File: src/sv/cmcp_pkg.sv
// Shared types, constants and arithmetic helpers for the complex matrix chain product core.
package cmcp_pkg;

    localparam int DATA_W  = 32;
    localparam int CHAIN_W = 10;

    localparam logic signed [35:0] SAT_MAX = 36'sd2147483647;
    localparam logic signed [35:0] SAT_MIN = -36'sd2147483648;
    localparam logic signed [63:0] RND_HALF = 64'sd536870912;

    typedef struct packed {
        logic in_load;
        logic acc_wr;
        logic mac_issue;
        logic swap;
        logic clear_part;
    } t_dp_cmd;

    typedef struct packed {
        logic busy;
    } t_dp_status;

    // Q2.60 product to Q1.30, round half up (floor after adding half an lsb)
    function automatic logic signed [33:0] round_q30(input logic signed [63:0] p);
        logic signed [63:0] x;
        x = p + RND_HALF;
        return x[63:30];
    endfunction

    function automatic logic signed [31:0] sat32(input logic signed [35:0] v);
        logic signed [31:0] res;
        if (v > SAT_MAX) begin
            res = 32'sh7FFFFFFF;
        end else if (v < SAT_MIN) begin
            res = 32'sh80000000;
        end else begin
            res = v[31:0];
        end
        return res;
    endfunction

endpackage

File: src/sv/cmcp_ctrl.sv
// Controller: element/link sequencing, MAC issue, link-end bank swap and product readout.
module cmcp_ctrl import cmcp_pkg::*; #(
    parameter int MATRIX_DIM = 3
) (
    input  logic                                        i_clk,
    input  logic                                        i_rst_n,
    input  logic                                        i_in_valid,
    output logic                                        o_in_ready,
    output logic                                        o_out_valid,
    input  logic                                        i_out_ready,
    output logic                                        o_last_elem,
    input  logic                                        i_cfg_valid,
    output logic                                        o_cfg_ready,
    input  logic [CHAIN_W-1:0]                          i_cfg_data,
    input  t_dp_status                                  i_status,
    output t_dp_cmd                                     o_cmd,
    output logic [$clog2(MATRIX_DIM*MATRIX_DIM)-1:0]    o_acc_addr,
    output logic [$clog2(MATRIX_DIM*MATRIX_DIM)-1:0]    o_part_addr
);

    localparam int NSQ = MATRIX_DIM * MATRIX_DIM;
    localparam int AW  = $clog2(NSQ);
    localparam int IW  = $clog2(MATRIX_DIM);

    typedef enum logic [4:0] {
        S_IDLE   = 5'b00001,
        S_MAC    = 5'b00010,
        S_DRAIN  = 5'b00100,
        S_EM_RD  = 5'b01000,
        S_EM_OUT = 5'b10000
    } t_state;

    t_state              r_state,     n_state;
    logic [AW-1:0]       r_elem,      n_elem;
    logic [IW-1:0]       r_row,       n_row;
    logic [IW-1:0]       r_col,       n_col;
    logic [IW-1:0]       r_iter,      n_iter;
    logic [AW-1:0]       r_acc_addr,  n_acc_addr;
    logic [AW-1:0]       r_part_addr, n_part_addr;
    logic [AW-1:0]       r_emit,      n_emit;
    logic [CHAIN_W-1:0]  r_link,      n_link;
    logic [CHAIN_W-1:0]  r_chain_len;

    logic [CHAIN_W-1:0]  w_link_inc;
    logic [CHAIN_W-1:0]  w_eff_len;
    logic                w_chain_done;
    logic                w_last_elem;

    assign w_link_inc   = r_link + 1'b1;
    assign w_eff_len    = (r_chain_len == '0) ? CHAIN_W'(1) : r_chain_len;
    assign w_chain_done = (w_link_inc >= w_eff_len) || (w_link_inc == '0);
    assign w_last_elem  = (r_elem == AW'(NSQ - 1));

    assign o_in_ready  = (r_state == S_IDLE);
    assign o_out_valid = (r_state == S_EM_OUT);
    assign o_last_elem = (r_emit == AW'(NSQ - 1));
    assign o_cfg_ready = 1'b1;
    assign o_part_addr = r_part_addr;

    always_comb begin
        case (r_state)
            S_IDLE:  o_acc_addr = r_elem;
            S_MAC:   o_acc_addr = r_acc_addr;
            default: o_acc_addr = r_emit;
        endcase
    end

    always_comb begin
        n_state     = r_state;
        n_elem      = r_elem;
        n_row       = r_row;
        n_col       = r_col;
        n_iter      = r_iter;
        n_acc_addr  = r_acc_addr;
        n_part_addr = r_part_addr;
        n_emit      = r_emit;
        n_link      = r_link;
        o_cmd       = '0;

        case (r_state)
            S_IDLE: begin
                if (i_in_valid) begin
                    o_cmd.in_load = 1'b1;
                    if (r_link == '0) begin
                        o_cmd.acc_wr = 1'b1;
                        if (w_last_elem) begin
                            n_elem = '0;
                            n_row  = '0;
                            n_col  = '0;
                            o_cmd.clear_part = 1'b1;
                            if (w_chain_done) begin
                                n_link  = '0;
                                n_state = S_EM_RD;
                            end else begin
                                n_link = w_link_inc;
                            end
                        end else begin
                            n_elem = r_elem + 1'b1;
                            if (r_col == IW'(MATRIX_DIM - 1)) begin
                                n_col = '0;
                                n_row = r_row + 1'b1;
                            end else begin
                                n_col = r_col + 1'b1;
                            end
                        end
                    end else begin
                        n_iter      = '0;
                        n_acc_addr  = AW'(r_row);
                        n_part_addr = AW'(r_col);
                        n_state     = S_MAC;
                    end
                end
            end
            S_MAC: begin
                o_cmd.mac_issue = 1'b1;
                n_iter      = r_iter + 1'b1;
                n_acc_addr  = r_acc_addr + AW'(MATRIX_DIM);
                n_part_addr = r_part_addr + AW'(MATRIX_DIM);
                if (r_iter == IW'(MATRIX_DIM - 1)) begin
                    if (w_last_elem) begin
                        n_state = S_DRAIN;
                    end else begin
                        n_state = S_IDLE;
                        n_elem  = r_elem + 1'b1;
                        if (r_col == IW'(MATRIX_DIM - 1)) begin
                            n_col = '0;
                            n_row = r_row + 1'b1;
                        end else begin
                            n_col = r_col + 1'b1;
                        end
                    end
                end
            end
            S_DRAIN: begin
                if (!i_status.busy) begin
                    o_cmd.swap       = 1'b1;
                    o_cmd.clear_part = 1'b1;
                    n_elem = '0;
                    n_row  = '0;
                    n_col  = '0;
                    if (w_chain_done) begin
                        n_link  = '0;
                        n_state = S_EM_RD;
                    end else begin
                        n_link  = w_link_inc;
                        n_state = S_IDLE;
                    end
                end
            end
            S_EM_RD: begin
                n_state = S_EM_OUT;
            end
            S_EM_OUT: begin
                if (i_out_ready) begin
                    if (r_emit == AW'(NSQ - 1)) begin
                        n_emit  = '0;
                        n_state = S_IDLE;
                    end else begin
                        n_emit  = r_emit + 1'b1;
                        n_state = S_EM_RD;
                    end
                end
            end
            default: begin
                n_state = S_IDLE;
            end
        endcase
    end

    always_ff @(posedge i_clk) begin
        if (!i_rst_n) begin
            r_state     <= S_IDLE;
            r_elem      <= '0;
            r_row       <= '0;
            r_col       <= '0;
            r_iter      <= '0;
            r_acc_addr  <= '0;
            r_part_addr <= '0;
            r_emit      <= '0;
            r_link      <= '0;
            r_chain_len <= CHAIN_W'(1);
        end else begin
            r_state     <= n_state;
            r_elem      <= n_elem;
            r_row       <= n_row;
            r_col       <= n_col;
            r_iter      <= n_iter;
            r_acc_addr  <= n_acc_addr;
            r_part_addr <= n_part_addr;
            r_emit      <= n_emit;
            r_link      <= n_link;
            if (i_cfg_valid) begin
                r_chain_len <= i_cfg_data;
            end
        end
    end

endmodule

File: config.mk
export PLATFORM = sky130hd
export DESIGN_NAME = cmcp_ctrl
export DESIGN_NICKNAME = d
export VERILOG_FILES = /design/src/sv/cmcp_pkg.sv /design/src/sv/cmcp_ctrl.sv
export SDC_FILE = /design/constraint.sdc
export NUM_CORES = 1
export LEC_CHECK = 0
export BUFFER_PORTS_ARGS = -buffer_cell sky130_fd_sc_hd__buf_2
export CAP_MARGIN = 20
export CORE_MARGIN = 5
export CORE_UTILIZATION = 60
export CTS_BUF_LIST = sky130_fd_sc_hd__clkbuf_4
export CTS_CLUSTER_DIAMETER = 60
export DETAILED_ROUTE_END_ITERATION = 6
export PLACE_DENSITY = 0.82
export SLEW_MARGIN = 20
export SYNTH_ARGS = -nofsm -noshare
export SYNTH_HDL_FRONTEND = slang
export SYNTH_SLANG_ARGS = --single-unit
export TNS_END_PERCENT = 10
File: constraint.sdc
create_clock -name i_clk -period 5.2 [get_ports i_clk]
set_input_delay 0.52 -clock i_clk [delete_from_list [all_inputs] [get_ports i_clk]]
set_output_delay 0.52 -clock i_clk [all_outputs]
set_load 0.03 [all_outputs]
### Word-level counts from Yosys, hierarchy flattened

Cells that the tools add are included.

| cells by class | value |
|---|---|
| add/sub/neg operators | 8 |
| magnitude comparators | 1 |
| equal/unequal tests | 19 |
| multiplexer cells | 61 |
| reductions and logical operators | 12 |

Operator list:

| operator | count |
|---|---|
| two-way mux 10 bit | 6 |
| two-way mux 4 bit | 13 |
| two-way mux 2 bit | 18 |
| two-way mux 5 bit | 7 |
| logical NOT 10 bit | 3 |
| case mux 5 bit (5 select lines) | 1 |
| case mux 4 bit (2 select lines) | 3 |
| case mux 10 bit (2 select lines) | 1 |
| case mux 2 bit (3 select lines) | 2 |
| case mux 4 bit (3 select lines) | 1 |
| AND reduction 6 bit | 2 |
| adder 10 x 1 -> 10 bit, second input constant | 1 |
| greater-or-equal comparator 10 bit | 1 |
| != test 2 bit, second input constant | 5 |
| adder 4 x 1 -> 4 bit, second input constant | 2 |
| adder 4 x 2 -> 4 bit, second input constant | 2 |
| equality test 4 bit, second input constant | 2 |
| adder 2 x 1 -> 2 bit, second input constant | 3 |
| two-way mux 1 bit | 6 |
| != test 2 x 1 -> 1 bit, second input constant | 3 |
| != test 3 bit, second input constant | 2 |
| equality test 5 x 1 -> 1 bit, second input constant | 1 |
| equality test 5 x 2 -> 1 bit, second input constant | 1 |
| equality test 5 x 3 -> 1 bit, second input constant | 1 |
| other kinds (12) | 14 |

| storage, ports and cells | value |
|---|---|
| bits in registers | 47 |
| input bits | 16 |
| output and inout port bits | 17 |
| word-level logic and storage cells | 111 |

### Logic depth before layout (Yosys ltp)

| depth | value |
|---|---|
| word-level depth | 9 |
| gate-level depth with buffers | 11 |
| mapped depth without buffers | 11 |

### Worst setup path after synthesis

No wires, ideal clock.

| timing path | value |
|---|---|
| path kind | register to register |
| from | register r_link[0] |
| to | register r_state[0] |
| data arrival time | 2508 ps |
| required time | 5128 ps |
| setup slack | 2621 ps |
| stages on the path, launching flop included | 11 |
| buffers on the path | 0 |
| cells stage by stage | dfxtp_1 -> ha_1 -> nand3_1 -> nor2_1 -> xor2_1 -> ha_1 -> nand4_1 -> o31ai_1 -> o21ai_0 -> a31oi_1 -> mux2i_1 |

| between the ends | value |
|---|---|
| word-level cells in the longest chain between the ends | 6 |

Ends and longest elaborated chain:

| what | line | RTL |
|---|---|---|
| start, declared | cmcp_ctrl.sv:41 | `logic [CHAIN_W-1:0] r_link, n_link;` |
| start signal, assigned | cmcp_ctrl.sv:191 | `r_link <= n_link;` |
| adder 10 x 1 -> 10 bit | cmcp_ctrl.sv:49 | `assign w_link_inc = r_link + 1'b1;` |
| greater-or-equal comparator 10 bit / logical NOT 10 bit (equally long branches) | cmcp_ctrl.sv:51 | `assign w_chain_done = (w_link_inc >= w_eff_len) \|\| (w_link_inc == '0);` |
| logical OR 1 bit | cmcp_ctrl.sv:51 |  |
| two-way mux 4 bit | cmcp_ctrl.sv:141 | `if (w_chain_done) begin` |
| two-way mux 5 bit | cmcp_ctrl.sv:135 | `if (!i_status.busy) begin` |
| case mux 5 bit (5 select lines) | cmcp_ctrl.sv:80 | `case (r_state)` |
| end signal, assigned | cmcp_ctrl.sv:183 | `r_state <= n_state;` |
| end, declared | cmcp_ctrl.sv:33 | `t_state r_state, n_state;` |

Several ways; a longest one is shown, not always the timed one. The select of a mux whose other input is x is not followed.
A chain may end at the register's enable or synchronous reset.

### Final worst setup path

Same ends and word-level chain as after synthesis.

==> impl_metrics.ini <==
[grt]
track_usage_pct = 22.4
antenna_found_initial = 0
grt_pass1_vias = 2522
overflow = 0
grt_max_degree = 34
grt_pass1_wl_um = 11400

[power]
intPower_mw = 0.450
p_comb_share_pct = 10.1
p_seq_share_pct = 61.0
p_clk_share_pct = 28.9
powerDensity_nw_per_um2 = 200
p_switching_mw = 0.166
ir_worst_vdd_v = 0.000136
swShare_pct = 27.0
p_total_mw = 0.616
leakage_nw = 1.26

[place]
port_buffers = 31
pre_cts_slack_ns = 2.18
gp_congestion = 0.939
dpl.hpwl_um = 4820

[yosys]
seq_area_frac_synth_pct = 32.8
yosys_most_used_dff = dfxtp_1
synth_edf_count = 0
yosysUniqueCellTypes = 59
ys_warn_count = 0
ys_ff_latch = 47
synth_area_per_cell_sq_um = 8.16
async_flop_share_pct = 0
synthesis.instances = 352
synth.net_count = 387
synthesis.area_sq_um = 2870

[min_path]
worstHoldStart = i_cfg_data[6]
holdPathEnd = r_chain_len[6]$_SDFFE_PN0P_
hold_class = in2reg
hold_path_depth = 3

[setup_path]
crit_path_start_kind = flop
path_max_fanout = 7
r2r.worst_path.cells = 10
r2r_start = r_link[0]$_SDFFE_PN0P_
required_ns = 5.51
crit_path_end_kind = flop
crit_arrival_ns = 3.40
worstReg2RegEnd = r_state[0]$_SDFFE_PN1P_
r2r_slack_ns = 2.11
worstSetupPathType = reg2reg

[detailed_routing]
wire_per_inst_um = 15.1
drt_pass1_iterations = 4
ant_nets = 0
vias = 2599
drt-initial-drc-count = 347
drc = 0
drt-total-wl_um = 6510
routed_via_density = 6.04

[floorplanning]
start_util_pct = 61.2
rows = 25
coreArea_sq_um = 4690
ios = 33
die_h_um = 79.2
die_w_um = 79.2
die_area_sq_um = 6270

[sta]
slew_violations = 0
period_share_pct = 59.4
fmax_mhz = 324
setup_ws_ns = 2.11
whs_ns = 0.373
period_minus_slack_ns = 3.09
finClkSkew_ns = 0.00967
setup-violations-final = 0
tns_ns = 0
rsz0062_at_grt = false
relSlewSlack_pct = 29.5
finalHoldViolations = 0
worst_pin_slew_ns = 1.06

[cells_and_area]
area_delta_synth_final_pct = 6.97
antenna_cells = 0
fill_cells = 410
mostFrequentLayoutCell = dfxtp_1
final_cell_mix = dfxtp_1, nor2_1, buf_2
drive_gt1_share_pct = 14.6
nNetsFinal = 410
fin_util_pct = 65.5

[job]
maxCapViolCount = 0

[status]
outcome = finished clean

[clocking]
cts_resized = 0
insertion_delay_ns = 0.37
clock_path_buffers = 2
cts_setup_buffers = 0
tritoncts = built
clkTransAtPathRegs_ns = 0.14
cts_sinks = 47
cts-htree-levels = 2
cts-root-buf = clkbuf_4
cts-buffers-inserted = 5
ctsHoldBuffers = 0
## cells in the mapped netlist (2+ instances only)
| library cell | number | area share (%) |
|---|---|---|
| o221ai_1 | 3 | 0.91 |
| buf_6 | 2 | 0.78 |
| dfxtp_1 | 47 | 33 |
| a211oi_1 | 6 | 1.6 |
| o211ai_1 | 3 | 0.78 |
| buf_1 | 3 | 0.39 |
| and3_1 | 4 | 0.87 |
| xnor2_1 | 10 | 3.0 |
| nand4b_1 | 2 | 0.61 |
| xor2_1 | 7 | 2.1 |
| nand2_1 | 30 | 3.9 |
| nand3b_1 | 4 | 1.0 |
| a21oi_1 | 20 | 3.5 |
| nor2_1 | 44 | 5.7 |
| a22oi_1 | 6 | 1.6 |
| o21ai_0 | 14 | 2.4 |
| ha_1 | 19 | 8.3 |
| nand2b_1 | 3 | 0.65 |
| buf_2 | 4 | 0.70 |
| nor4_1 | 2 | 0.44 |
| nor3_1 | 6 | 1.0 |
| mux2i_1 | 13 | 4.5 |
| nand4_1 | 6 | 1.3 |
| a211o_1 | 2 | 0.61 |
| nor2_2 | 2 | 0.44 |
| a31oi_1 | 4 | 0.87 |
| or3_1 | 8 | 1.7 |
| inv_1 | 26 | 3.4 |
| nand3_1 | 18 | 3.1 |
| clkbuf_1 | 5 | 0.65 |
## layer usage
metal / up-vias / GRT usage, % / part of all wire (%)
met5: - / 0 / 0
met1: 1207 / 28.4 / 45
li1: 1289 / - / -
met4: 0 / 7.90 / 1.8
met2: 88 / 36.4 / 47
met3: 15 / 6.01 / 6.5
## worst max path at each step
stage / from / endpoint / cells after the start
2_1_floorplan: r_link[0]$_SDFFE_PN0P_ / r_state[0]$_SDFFE_PN1P_ / 10
3_3_place_gp: r_link[0]$_SDFFE_PN0P_ / r_state[0]$_SDFFE_PN1P_ / 10
3_5_place_dp: r_link[0]$_SDFFE_PN0P_ / r_state[0]$_SDFFE_PN1P_ / 10
4_1_cts: r_link[0]$_SDFFE_PN0P_ / r_state[3]$_SDFFE_PN0P_ / 10
5_1_grt: r_link[0]$_SDFFE_PN0P_ / r_state[3]$_SDFFE_PN0P_ / 10
6_report: r_link[0]$_SDFFE_PN0P_ / r_state[0]$_SDFFE_PN1P_ / 10
## through the flow
step,area [sq um],cells
2_1_floorplan,2870,352
3_3_place_gp,3020,422
3_5_place_dp,3020,422
4_1_cts,3070,430
5_1_grt,3070,430
6_report,3070,430
## power by group through the flow
stage / Combinational (mW) / Sequential, mW / Clock, mW
5_1_grt: 0.0693 / 0.377 / 0.199
6_report: 0.0622 / 0.375 / 0.178
4_1_cts: 0.0623 / 0.376 / 0.182
2_1_floorplan: 0.0450 / 0.381 / 0
3_3_place_gp: 0.0605 / 0.383 / 0
3_5_place_dp: 0.0622 / 0.384 / 0
## cell families after synthesis
group	share of synthesized area (%)
flip-flops	32.8
XOR/XNOR	5.18
AND/OR/NAND/NOR	26.5
AO/OA/AOI/OAI	16.3
adder cells (fa/ha/maj)	8.28
buffers and inverters	6.36
multiplexers	4.53
other	0.131
## state kept, by name (all words and copies together), names as in the netlist
register / flops
r_chain_len: 10
r_link: 10
r_state: 5
o_part_addr: 4
r_acc_addr: 4
r_elem: 4
r_emit: 4
r_col: 2
r_iter: 2
r_row: 2
## area by class of cell
cell class                 count  area [sq um]  share of cell area (%)
clock buffer                   6          45.0                    1.47
multi-input combinational    263          1750                    56.9
sequential                    47           941                    30.6
tap                           54          67.6                    2.20
inverter                      27           103                    3.34
timing repair buffer          31           155                    5.05
clock inverter                 2          12.5                   0.407
## worst max-delay path, stage by stage (launching register included)
cell	delay (ns)
dfxtp_1	0.48
ha_1	0.31
nand3_1	0.11
nor2_1	0.26
xor2_1	0.14
ha_1	0.32
nand4_1	0.11
o31ai_1	0.62
o21ai_0	0.18
a31oi_1	0.30
mux2i_1	0.20
(Power assumes the default switching activity.)
